<file path="src/rtl/bcmc_pkg.sv">
// Shared types and constants for the button click menu controller.
// Holds the tick and result payload structs, mode and click codes and register indexes.
// No dependencies; every other file in rtl imports this package.
`timescale 1ns / 1ps

package bcmc_pkg;

  // Configuration register indexes.
  localparam logic [2:0] REG_DEBOUNCE     = 3'd0;
  localparam logic [2:0] REG_DOUBLE_CLICK = 3'd1;
  localparam logic [2:0] REG_LONG_PRESS   = 3'd2;
  localparam logic [2:0] REG_VALUE_MIN    = 3'd3;
  localparam logic [2:0] REG_VALUE_MAX    = 3'd4;

  localparam int unsigned CFG_INDEX_BITS = 3;
  localparam int unsigned CFG_DATA_BITS  = 16;
  localparam int unsigned COUNT_BITS     = 16;
  localparam int unsigned VALUE_BITS     = 8;

  // Power-on register values.
  localparam logic [COUNT_BITS-1:0] DEBOUNCE_RESET     = 16'd30;
  localparam logic [COUNT_BITS-1:0] DOUBLE_CLICK_RESET = 16'd350;
  localparam logic [COUNT_BITS-1:0] LONG_PRESS_RESET   = 16'd800;
  localparam logic [VALUE_BITS-1:0] VALUE_MIN_RESET    = 8'd0;
  localparam logic [VALUE_BITS-1:0] VALUE_MAX_RESET    = 8'd99;

  // The heartbeat follows bit 9 of the tick time (a period of 1024 ticks).
  localparam int unsigned HEARTBEAT_BIT = 9;

  typedef enum logic [1:0] {
    MODE_START  = 2'd0,
    MODE_INFO   = 2'd1,
    MODE_CONFIG = 2'd2
  } mode_t;

  typedef enum logic [1:0] {
    CLICK_NONE   = 2'd0,
    CLICK_SINGLE = 2'd1,
    CLICK_DOUBLE = 2'd2,
    CLICK_LONG   = 2'd3
  } click_t;

  typedef struct packed {
    logic menu_level;
    logic up_level;
    logic down_level;
  } tick_t;

  typedef struct packed {
    logic [1:0]            menu_state;
    logic [VALUE_BITS-1:0] setting_value;
    logic [1:0]            click_event;
    logic                  value_changed;
    logic                  heartbeat_led;
  } result_t;

endpackage

</file>
<file path="src/rtl/bcmc_press_debounce.sv">
// Press debouncer for one adjustment button (active low).
// Confirms a falling edge once the level has held for the debounce interval.
// Depends on bcmc_pkg for the counter width.
`timescale 1ns / 1ps

module bcmc_press_debounce (
  input  logic                            clk,
  input  logic                            rst,
  input  logic                            step,
  input  logic                            level,
  input  logic                            detect,
  input  logic [bcmc_pkg::COUNT_BITS-1:0] debounce_ticks,
  output logic                            hit
);
  import bcmc_pkg::*;

  logic                  prev;
  logic                  prev_next;
  logic [COUNT_BITS-1:0] left;
  logic [COUNT_BITS-1:0] left_next;

  always_comb begin
    hit       = 1'b0;
    left_next = left;
    prev_next = prev;
    if (left != '0) begin
      left_next = left - 1'b1;
      hit       = (left == COUNT_BITS'(1)) && !level;
    end else if (detect && prev && !level) begin
      if (debounce_ticks == '0) begin
        hit = 1'b1;
      end else begin
        left_next = debounce_ticks;
      end
    end
    // The previous level only tracks the pin while detection is enabled.
    if (detect) begin
      prev_next = level;
    end
  end

  always_ff @(posedge clk) begin
    if (rst) begin
      prev <= 1'b1;
      left <= '0;
    end else if (step) begin
      prev <= prev_next;
      left <= left_next;
    end
  end

endmodule

</file>
<file path="src/rtl/button_click_menu_controller.sv">
// Top level of the button click menu controller: menu click classifier and setting control.
// Instantiates bcmc_press_debounce for the up and down buttons; uses bcmc_pkg.
//
//   Port group   Direction  Carries
//   tick         in         one millisecond tick: three sampled active-low button levels
//   result       out        mode, setting, click event, change flag and heartbeat per tick
//   cfg          in         register writes: debounce, window, long press, min, max
//
// Each tick is handled in the cycle it is transferred; its result appears in the
// result register on the next cycle, so one tick per clock is sustained while not stalled.
// The only storage between ticks is the state registers and that single result register.
// A tick is taken whenever the result register is empty or being transferred out.
// Synchronous reset clears all state but result data and restores the register defaults.
`timescale 1ns / 1ps

module button_click_menu_controller #(
  parameter int unsigned TIME_BITS = 32
) (
  input  logic                                clk,
  input  logic                                rst,
  input  logic                                tick_valid,
  output logic                                tick_stall,
  input  bcmc_pkg::tick_t                     tick,
  output logic                                result_valid,
  input  logic                                result_stall,
  output bcmc_pkg::result_t                   result,
  input  logic                                cfg_we,
  input  logic [bcmc_pkg::CFG_INDEX_BITS-1:0] cfg_index,
  input  logic [bcmc_pkg::CFG_DATA_BITS-1:0]  cfg_data
);
  import bcmc_pkg::*;

  // Configuration registers.
  logic [COUNT_BITS-1:0] debounce_ticks;
  logic [COUNT_BITS-1:0] double_click_window;
  logic [COUNT_BITS-1:0] long_press_ticks;
  logic [VALUE_BITS-1:0] value_minimum;
  logic [VALUE_BITS-1:0] value_maximum;

  // Tick state.
  logic [TIME_BITS-1:0]  tick_count;
  logic                  menu_prev;
  logic [COUNT_BITS-1:0] menu_left;
  logic [COUNT_BITS-1:0] menu_left_next;
  logic                  menu_kind;
  logic                  menu_kind_next;
  logic [TIME_BITS-1:0]  press_time;
  logic [TIME_BITS-1:0]  press_time_next;
  logic [TIME_BITS-1:0]  release_time;
  logic [TIME_BITS-1:0]  release_time_next;
  logic                  click_pending;
  logic                  click_pending_next;
  mode_t                 mode;
  mode_t                 mode_next;
  logic [VALUE_BITS-1:0] setting;
  logic [VALUE_BITS-1:0] setting_next;
  logic [VALUE_BITS-1:0] setting_up;

  logic                  accept;
  logic                  confirmed;
  logic                  confirmed_kind;
  logic [TIME_BITS-1:0]  held;
  logic [TIME_BITS-1:0]  gap;
  logic [TIME_BITS-1:0]  since_release;
  logic                  in_config;
  logic                  up_hit;
  logic                  down_hit;
  logic                  up_step;
  logic                  down_step;
  click_t                click;
  result_t               result_next;

  assign tick_stall = result_valid && result_stall;
  assign accept     = tick_valid && !tick_stall;

  always_ff @(posedge clk) begin
    if (rst) begin
      debounce_ticks      <= DEBOUNCE_RESET;
      double_click_window <= DOUBLE_CLICK_RESET;
      long_press_ticks    <= LONG_PRESS_RESET;
      value_minimum       <= VALUE_MIN_RESET;
      value_maximum       <= VALUE_MAX_RESET;
    end else if (cfg_we) begin
      case (cfg_index)
        REG_DEBOUNCE:     debounce_ticks      <= cfg_data;
        REG_DOUBLE_CLICK: double_click_window <= cfg_data;
        REG_LONG_PRESS:   long_press_ticks    <= cfg_data;
        REG_VALUE_MIN:    value_minimum       <= cfg_data[VALUE_BITS-1:0];
        REG_VALUE_MAX:    value_maximum       <= cfg_data[VALUE_BITS-1:0];
        default:          ;
      endcase
    end
  end

  // Menu button debounce; a confirmed kind of 0 is a press, 1 a release.
  always_comb begin
    confirmed      = 1'b0;
    confirmed_kind = 1'b0;
    menu_left_next = menu_left;
    menu_kind_next = menu_kind;
    if (menu_left != '0) begin
      menu_left_next = menu_left - 1'b1;
      confirmed      = (menu_left == COUNT_BITS'(1)) && (tick.menu_level == menu_kind);
      confirmed_kind = menu_kind;
    end else if (tick.menu_level != menu_prev) begin
      if (debounce_ticks == '0) begin
        confirmed      = 1'b1;
        confirmed_kind = tick.menu_level;
      end else begin
        menu_left_next = debounce_ticks;
        menu_kind_next = tick.menu_level;
      end
    end
  end

  assign held          = tick_count - press_time;
  assign gap           = press_time - release_time;
  assign since_release = tick_count - release_time;

  // Click classification. Expiry is tested after press and release handling. A confirmed
  // release either clears the pending click or restamps it to now, so it never expires on
  // that tick; a confirmed press leaves the pending click free to expire.
  always_comb begin
    press_time_next    = press_time;
    release_time_next  = release_time;
    click_pending_next = click_pending;
    mode_next          = mode;
    click              = CLICK_NONE;
    if (confirmed && !confirmed_kind) begin
      press_time_next = tick_count;
    end else if (confirmed) begin
      if (held >= TIME_BITS'(long_press_ticks)) begin
        mode_next          = MODE_CONFIG;
        click_pending_next = 1'b0;
        click              = CLICK_LONG;
      end else if (click_pending && (gap < TIME_BITS'(double_click_window))) begin
        mode_next          = MODE_INFO;
        click_pending_next = 1'b0;
        click              = CLICK_DOUBLE;
      end else begin
        click_pending_next = 1'b1;
        release_time_next  = tick_count;
      end
    end
    if (click_pending_next && !(confirmed && confirmed_kind) &&
        (since_release > TIME_BITS'(double_click_window))) begin
      mode_next          = MODE_START;
      click_pending_next = 1'b0;
      click              = CLICK_SINGLE;
    end
  end

  assign in_config = (mode_next == MODE_CONFIG);

  bcmc_press_debounce u_up (
    .clk            (clk),
    .rst            (rst),
    .step           (accept),
    .level          (tick.up_level),
    .detect         (in_config),
    .debounce_ticks (debounce_ticks),
    .hit            (up_hit)
  );

  bcmc_press_debounce u_down (
    .clk            (clk),
    .rst            (rst),
    .step           (accept),
    .level          (tick.down_level),
    .detect         (in_config),
    .debounce_ticks (debounce_ticks),
    .hit            (down_hit)
  );

  // Up is applied before down, so down compares against the stepped value.
  assign up_step      = up_hit && in_config && (setting < value_maximum);
  assign setting_up   = up_step ? setting + 1'b1 : setting;
  assign down_step    = down_hit && in_config && (setting_up > value_minimum);
  assign setting_next = down_step ? setting_up - 1'b1 : setting_up;

  always_comb begin
    result_next.menu_state    = mode_next;
    result_next.setting_value = setting_next;
    result_next.click_event   = click;
    result_next.value_changed = up_step || down_step;
    result_next.heartbeat_led = !tick_count[HEARTBEAT_BIT];
  end

  always_ff @(posedge clk) begin
    if (rst) begin
      tick_count    <= '0;
      menu_prev     <= 1'b1;
      menu_left     <= '0;
      menu_kind     <= 1'b0;
      press_time    <= '0;
      release_time  <= '0;
      click_pending <= 1'b0;
      mode          <= MODE_START;
      setting       <= '0;
    end else if (accept) begin
      tick_count    <= tick_count + 1'b1;
      menu_prev     <= tick.menu_level;
      menu_left     <= menu_left_next;
      menu_kind     <= menu_kind_next;
      press_time    <= press_time_next;
      release_time  <= release_time_next;
      click_pending <= click_pending_next;
      mode          <= mode_next;
      setting       <= setting_next;
    end
  end

  always_ff @(posedge clk) begin
    if (rst) begin
      result_valid <= 1'b0;
    end else if (accept) begin
      result_valid <= 1'b1;
    end else if (!result_stall) begin
      result_valid <= 1'b0;
    end
  end

  always_ff @(posedge clk) begin
    if (accept) begin
      result <= result_next;
    end
  end

  // A setting change is only reported in config mode.
  assert property (@(posedge clk) disable iff (rst)
    result_valid && result.value_changed |-> result.menu_state == MODE_CONFIG)
    else $error("setting changed outside config mode");

  // Every click event reports the mode it selects.
  assert property (@(posedge clk) disable iff (rst)
    result_valid |->
      (result.click_event == CLICK_NONE) ||
      (result.click_event == CLICK_SINGLE && result.menu_state == MODE_START) ||
      (result.click_event == CLICK_DOUBLE && result.menu_state == MODE_INFO) ||
      (result.click_event == CLICK_LONG && result.menu_state == MODE_CONFIG))
    else $error("click event does not match the selected mode");

  // A transferred tick always leaves a result waiting on the next cycle.
  assert property (@(posedge clk) disable iff (rst)
    tick_valid && !tick_stall |=> result_valid)
    else $error("accepted tick produced no result");

endmodule

</file>
<file path="config.mk">
export PLATFORM = sky130hd
export DESIGN_NAME = button_click_menu_controller
export DESIGN_NICKNAME = d
export VERILOG_FILES = /design/src/rtl/bcmc_pkg.sv /design/src/rtl/bcmc_press_debounce.sv /design/src/rtl/button_click_menu_controller.sv
export SDC_FILE = /design/constraint.sdc
export NUM_CORES = 1
export LEC_CHECK = 0
export ABC_CLOCK_PERIOD_IN_PS = 11000
export BUFFER_PORTS_ARGS = -buffer_cell sky130_fd_sc_hd__buf_2
export CORE_ASPECT_RATIO = 1.4
export CORE_MARGIN = 2
export CORE_UTILIZATION = 60
export DETAILED_ROUTE_END_ITERATION = 12
export PLACE_DENSITY = 0.77
export SYNTH_ARGS = -nofsm -noshare
export SYNTH_HDL_FRONTEND = slang
export SYNTH_HIERARCHICAL = 1
export SYNTH_SLANG_ARGS = --single-unit
export TNS_END_PERCENT = 5
</file>
<file path="constraint.sdc">
create_clock -name clk -period 11 [get_ports clk]
set_input_delay 0 -clock clk [delete_from_list [all_inputs] [get_ports clk]]
set_output_delay 0 -clock clk [all_outputs]
set_load 0.02 [all_outputs]
</file>
==> reports/summary.txt, run 1 <==
status: complete, no violations
Post-Synthesis Cells: 2439
Total Routing Usage GR: 0.3626
number of global-route vias before repair: 18023
Leak Pwr: 8.872 nW
maximum buffer depth of the clock tree: 3
DR iter-0 viols: 1480
initial antenna violation count: 0
GRT Max-Usage Layer: met2
reg2reg setup slack: 1120 ps
Yosys cell types: 108
#FFs+latches synth: 238
CTS buffer count: 25
TritonCTS clock tree: done
DRC viols: 0
largest net degree at the start of global routing: 115
area leader, netlist: dfxtp_1
H-Tree Depth: 1
Reg clk slew, reported paths: 70 ps
Setup WS post-layout: 1119 ps
r2r endpoint: result[10]$_DFFE_PP_
synthesized net count: 2636
Hold Path Depth: 4
Crit path required time: 11310 ps
routed wire length: 60940 µm
Synth Cell Area: 18760 µm²
GR Util met3: 0.04100
non-filler instance count after layout: 2855
GPL Wtd Cong: 1.094
RR Startpoint: tick_count[4]$_SDFFE_PP0P_
worst reg2reg path depth: 34
pre-CTS setup slack: 1315 ps
Final Cycle Share: 0.8982
EDFF count, synth: 14
Root Driver: clkbuf_16
Seq/Total Area, Yosys: 0.2615
Worst Setup Path Type: register to register
Via density: 6.501
filler instances: 2728
HPWL Detailed: 46520 µm
# port buffers: 42
count of final hold-check violations: 0
Slew Limit Fails: 0
ys flop type: dfxtp_1
min-delay src: cfg_index[0]
CP arrival: 10190 ps
Setup violations, final: 0
CP Capture Type: register
Hold WC Path Type: primary input to register
CTS sink cnt: 238
hold endpoint: value_minimum[6]$_SDFFE_PP0P_
Worst Tran Pin Value: 1234 ps
RSZ-0062 raised after global routing: no
FMAX: 101.2 MHz
Area Growth Syn to Fin: 7.704%
Final ANT Viol Nets: 0
# diodes: 0
Final min period: 9881 ps
pwr/cell area: 160.1 nW/µm²
Slew HR: 0.1741
maxcap violations: 0
fraction of layout cells with a size suffix above 1: 0.06734
Final nets: 2643
asr flop ratio synth: 0
core area: 30810 µm²
Core Rows: 76
Synth top area share: 0.2391
1st-pass router iterations: 6
Critical-path top delay cell: a311oi_1
met1 Track Usage GR: 0.3855
Max Clock Skew: 15.57 ps
post-cts repair resize count: 0
Peak VDD IR: 0.1372 mV
Placed Instances: 2781
die area: 32710 µm²
commonest cells in the netlist: nand2_1, nor2_1, a21oi_1, dfxtp_1, inv_1
most frequent cell after synthesis: nand2_1
startpoint class of the critical path: register
DR WL/cell: 21.35 µm
Avg Inst Size Synth: 7.691 µm²
Initial Utilization: 0.6088
die width: 153.4 µm
first-pass GRT wire length: 95500 µm
largest cells by area after synthesis: dfxtp_1, ha_1, a21oi_1
crit-path max FO: 10
Clock Latency Late Sink: 580 ps
die height: 213.2 µm
Ys Warns: 6
via count: 18559
Hold Worst Slack: 23.43 ps
Global Route met2 Usage: 0.6644
I/O pin count: 43
critical path's largest stage delay: 620 ps
Setup TNS Final: 0 ps
global route overflow: 0
how the worst max path moves through the flow:
stage | depth (start not counted) | end | from | slack, ps
after floorplan | 34 | result[10]$_DFFE_PP_ | tick_count[4]$_SDFFE_PP0P_ | 3060
after global placement | 34 | result[10]$_DFFE_PP_ | tick_count[3]$_SDFFE_PP0P_ | 1630
after detailed placement | 34 | result[10]$_DFFE_PP_ | tick_count[3]$_SDFFE_PP0P_ | 1320
after CTS | 34 | result[10]$_DFFE_PP_ | tick_count[4]$_SDFFE_PP0P_ | 1280
after global routing | 34 | result[10]$_DFFE_PP_ | tick_count[3]$_SDFFE_PP0P_ | 350
final | 34 | result[10]$_DFFE_PP_ | tick_count[4]$_SDFFE_PP0P_ | 1120
cell usage in the layout, fill, tap and decap left out, drive strengths merged, types with 43 or more instances in the layout:
| cell | count |
|---|---|
| a21o | 44 |
| buf | 58 |
| nand2 | 296 |
| nor2 | 235 |
| dfxtp | 224 |
| inv | 180 |
| nand3 | 55 |
| ha | 167 |
| nand4 | 59 |
| xor2 | 44 |
| mux2i | 75 |
| xnor2 | 57 |
| a21oi | 228 |
| nor3 | 43 |
| o21ai | 123 |
report_power, final:
group / total (mW) / internal, mW / switching (mW)
Combinational: 1.28 / 0.488 / 0.794
Clock: 0.875 / 0.476 / 0.399
Sequential: 1.08 / 0.965 / 0.113
Total: 3.24 / 1.93 / 1.31
kinds of logic (layout without fill, tap and decap cells):
logic type	count (synthesis)	in the layout	synth area share
flops	238	238	0.2615
xor+xnor	101	101	0.04716
buf+inv	282	308	0.06130
simple gates	921	921	0.2435
mux	81	81	0.04362
compound gates	646	646	0.2284
fa+ha+maj	170	170	0.1146
stage by stage:
stage          instance area, µm²    util  total power, mW
3_5_place_dp                19100  0.6200            2.336
4_1_cts                     20200  0.6557            3.221
3_3_place_gp                19100  0.6200            2.304
5_1_grt                     20200  0.6557            3.434
2_1_floorplan               18760       -            2.096
6_report                    20200  0.6557            3.235
registers in the layout (all words and copies together) (netlist names), 8 cells and up:
signal and count:
debounce_ticks 16, double_click_window 16, long_press_ticks 16, menu_left 16, press_time 32, release_time 32
result 14, setting 8, tick_count 32, u_down/left 16, u_up/left 16, value_maximum 8
value_minimum 8
critical path: cells and delay by family (launching register included):
family                   cells  cell delay [ps]
XOR/XNOR                     3              490
buffers and inverters        1              130
AND/OR/NAND/NOR             11             3000
AO/OA/AOI/OAI               16             4530
adder cells (fa/ha/maj)      3             1070
flip-flops                   1              400
repair_timing:
action                    4_1_cts  5_1_grt
hold buffers                   28        0
hold endpoints to repair       83        0
buffers inserted                0        0
metal layers:
layer / up-vias / wire (µm)
met5: - / 0
met4: 0 / 4928
met3: 238 / 3169
met2: 704 / 30470
met1: 8765 / 22370
li1: 8852 / -
layout make-up:
| type | count | area (µm²) | area share |
|---|---|---|---|
| clock buffers | 32 | 691.9 | 0.03425 |
| clock inverters | 14 | 130.1 | 0.006441 |
| inverters | 176 | 660.6 | 0.03270 |
| multi-input cells | 1919 | 12710 | 0.6292 |
| flip-flops and latches | 238 | 4905 | 0.2428 |
| well taps | 390 | 488.0 | 0.02415 |
| repair buffers | 86 | 616.8 | 0.03053 |
Note: power is estimated with default switching activity, not from simulation.
==> run 2: changes to the inputs <==
HOLD_SLACK_MARGIN = 0.03   (was default)
==> run 2 against run 1 <==
Effect of this change: non-clock buffer count increased by 3; worst hold slack improved by 33 ps; total power about the same.
==> reports/summary.txt, run 2 (synthesis results as in run 1) <==
status: complete, no violations
# port buffers: 42 (unchanged)
Crit path required time: 11300 ps (about the same)
Initial Utilization: 0.6088 (unchanged)
initial antenna violation count: 0 (unchanged)
pwr/cell area: 160.1 nW/µm² (about the same)
1st-pass router iterations: 6 (unchanged)
Placed Instances: 2781 (unchanged)
Clock Latency Late Sink: 580 ps (about the same)
CP Capture Point: result[10]$_DFFE_PP_
Slew Limit Fails: 0 (unchanged)
Reg clk slew, reported paths: 70 ps (about the same)
Final Cycle Share: 0.8983 (about the same)
CTS buffer count: 25 (unchanged)
H-Tree Depth: 1 (unchanged)
die height: 213.2 µm (unchanged)
Via density: 6.488 (-0.19%)
I/O pin count: 43 (unchanged)
Root Driver: clkbuf_16
Worst Tran Pin Value: 1253 ps (+19.16 ps)
Setup crit start: tick_count[3]$_SDFFE_PP0P_
commonest non-fill, non-tap cells in the layout: nand2_1, nor2_1, a21oi_1, dfxtp_1, inv_1
Buf/Inv on CP: 1 (unchanged)
critical path's largest stage delay: 600 ps (-20 ps)
CTS sink cnt: 238 (unchanged)
Worst Setup Path Type: register to register
Setup violations, final: 0 (unchanged)
Hold WC Path Type: primary input to register
DRC viols: 0 (unchanged)
worst reg2reg path depth: 34 (unchanged)
global route overflow: 0 (unchanged)
routed wire length: 61130 µm (+0.30%)
Leak Pwr: 8.890 nW (+0.20%)
Post-CTS Hold Fix Bufs: 31 (+11%)
via count: 18543 (-0.086%)
reg2reg setup slack: 1120 ps (about the same)
r2r endpoint: result[10]$_DFFE_PP_
CP arrival: 10190 ps (about the same)
post-cts repair resize count: 0 (unchanged)
DR iter-0 viols: 1422 (-3.9%)
Final nets: 2646 (+0.11%)
die width: 153.4 µm (unchanged)
Final min period: 9881 ps (+0.1800 ps)
Max Clock Skew: 16.53 ps (+0.9579 ps)
first-pass GRT wire length: 95670 µm (+0.17%)
DR WL/cell: 21.39 µm (+0.20%)
die area: 32710 µm² (unchanged)
HPWL Detailed: 46520 µm (unchanged)
largest net degree at the start of global routing: 115 (unchanged)
RR Startpoint: tick_count[3]$_SDFFE_PP0P_
Final ANT Viol Nets: 0 (unchanged)
crit-path max FO: 10 (unchanged)
RSZ-0062 raised after global routing: no
Setup TNS Final: 0 ps (unchanged)
CP Capture Type: register
maxcap violations: 0 (unchanged)
non-filler instance count after layout: 2858 (+0.11%)
maximum buffer depth of the clock tree: 3 (unchanged)
setup bufs post-CTS: 0 (unchanged)
count of final hold-check violations: 0 (unchanged)
WP depth: 34 (unchanged)
core area: 30810 µm² (unchanged)
CP top delay family: compound AO/OA/AOI/OAI gates
GPL Wtd Cong: 1.094 (unchanged)
fraction of layout cells with a size suffix above 1: 0.06726 (-0.00008186)
TritonCTS clock tree: done
number of global-route vias before repair: 18081 (+0.32%)
commonest non-fill, non-tap cell in the layout: nand2_1
Area Growth Syn to Fin: 7.864%
FMAX: 101.2 MHz (about the same)
startpoint class of the critical path: register
# diodes: 0 (unchanged)
Hold Worst Slack: 56.53 ps (+33.09 ps)
Total Routing Usage GR: 0.3632 (+0.0005617)
Slew HR: 0.1613 (-0.01282)
biggest regs: press_time: 32 flops, release_time: 32 flops, tick_count: 32 flops
Core Rows: 76 (unchanged)
Critical-path top delay cell: a311oi_1
Peak VDD IR: 0.1376 mV (+0.30%)
run 2: metrics by stage:
| stage | util | total power [mW] | area [µm²] | setup slack, ps |
|---|---|---|---|---|
| floorplan | - | 2.096 | 18760 | 3062 |
| finish | 0.6567 | 3.239 | 20230 | 1119 |
| CTS | 0.6567 | 3.222 | 20230 | 1279 |
| global route | 0.6567 | 3.434 | 20230 | 343.8 |
| global placement | 0.6200 | 2.304 | 19100 | 1630 |
| detailed placement | 0.6200 | 2.336 | 19100 | 1315 |
run 2: how the worst min path moves through the flow:
stage                            start                                  end  slack (ps)  cells past startpoint
after CTS                 result_stall           tick_count[1]$_SDFFE_PP0P_          40                      6
after floorplan            cfg_data[1]  double_click_window[1]$_SDFFE_PP1P_         120                      1
final                     result_stall           tick_count[1]$_SDFFE_PP0P_          60                      6
after global routing      result_stall                 mode[0]$_SDFFE_PP0P_          80                      6
after global placement      tick_valid            result_valid$_SDFFE_PP0P_         220                      3
after detailed placement    tick_valid            result_valid$_SDFFE_PP0P_         240                      3
run 2: area by class of cell:
class                      instances  area, µm²
clock buffer                      32      691.9
sequential                       238       4905
tap                              390      488.0
multi-input combinational       1919      12710
timing repair buffer              89      646.9
clock inverter                    14      130.1
fill                            2723      10580
inverter                         176      660.6
run 2: worst min-delay path, cell delays in order:
cell and delay [ps]:
buf_2 90, nand2_1 70, nand2_1 50, buf_4 210, nand2_1 90, a21oi_1 60
run 2: layer usage:
| metal | vias to the layer above | wire length, µm | global-route usage |
|---|---|---|---|
| met2 | 744 | 30500 | 0.6639 |
| met5 | - | 0 | 0 |
| met4 | 0 | 4979 | 0.2654 |
| met3 | 234 | 3456 | 0.04140 |
| met1 | 8713 | 22190 | 0.3856 |
| li1 | 8852 | - | - |
run 2: where the power goes:
group,switching (mW),internal [mW],leakage [nW]
registers,0.114,0.965,1.95
clock network,0.399,0.476,0.401
logic,0.796,0.489,6.54
total,1.31,1.93,8.89
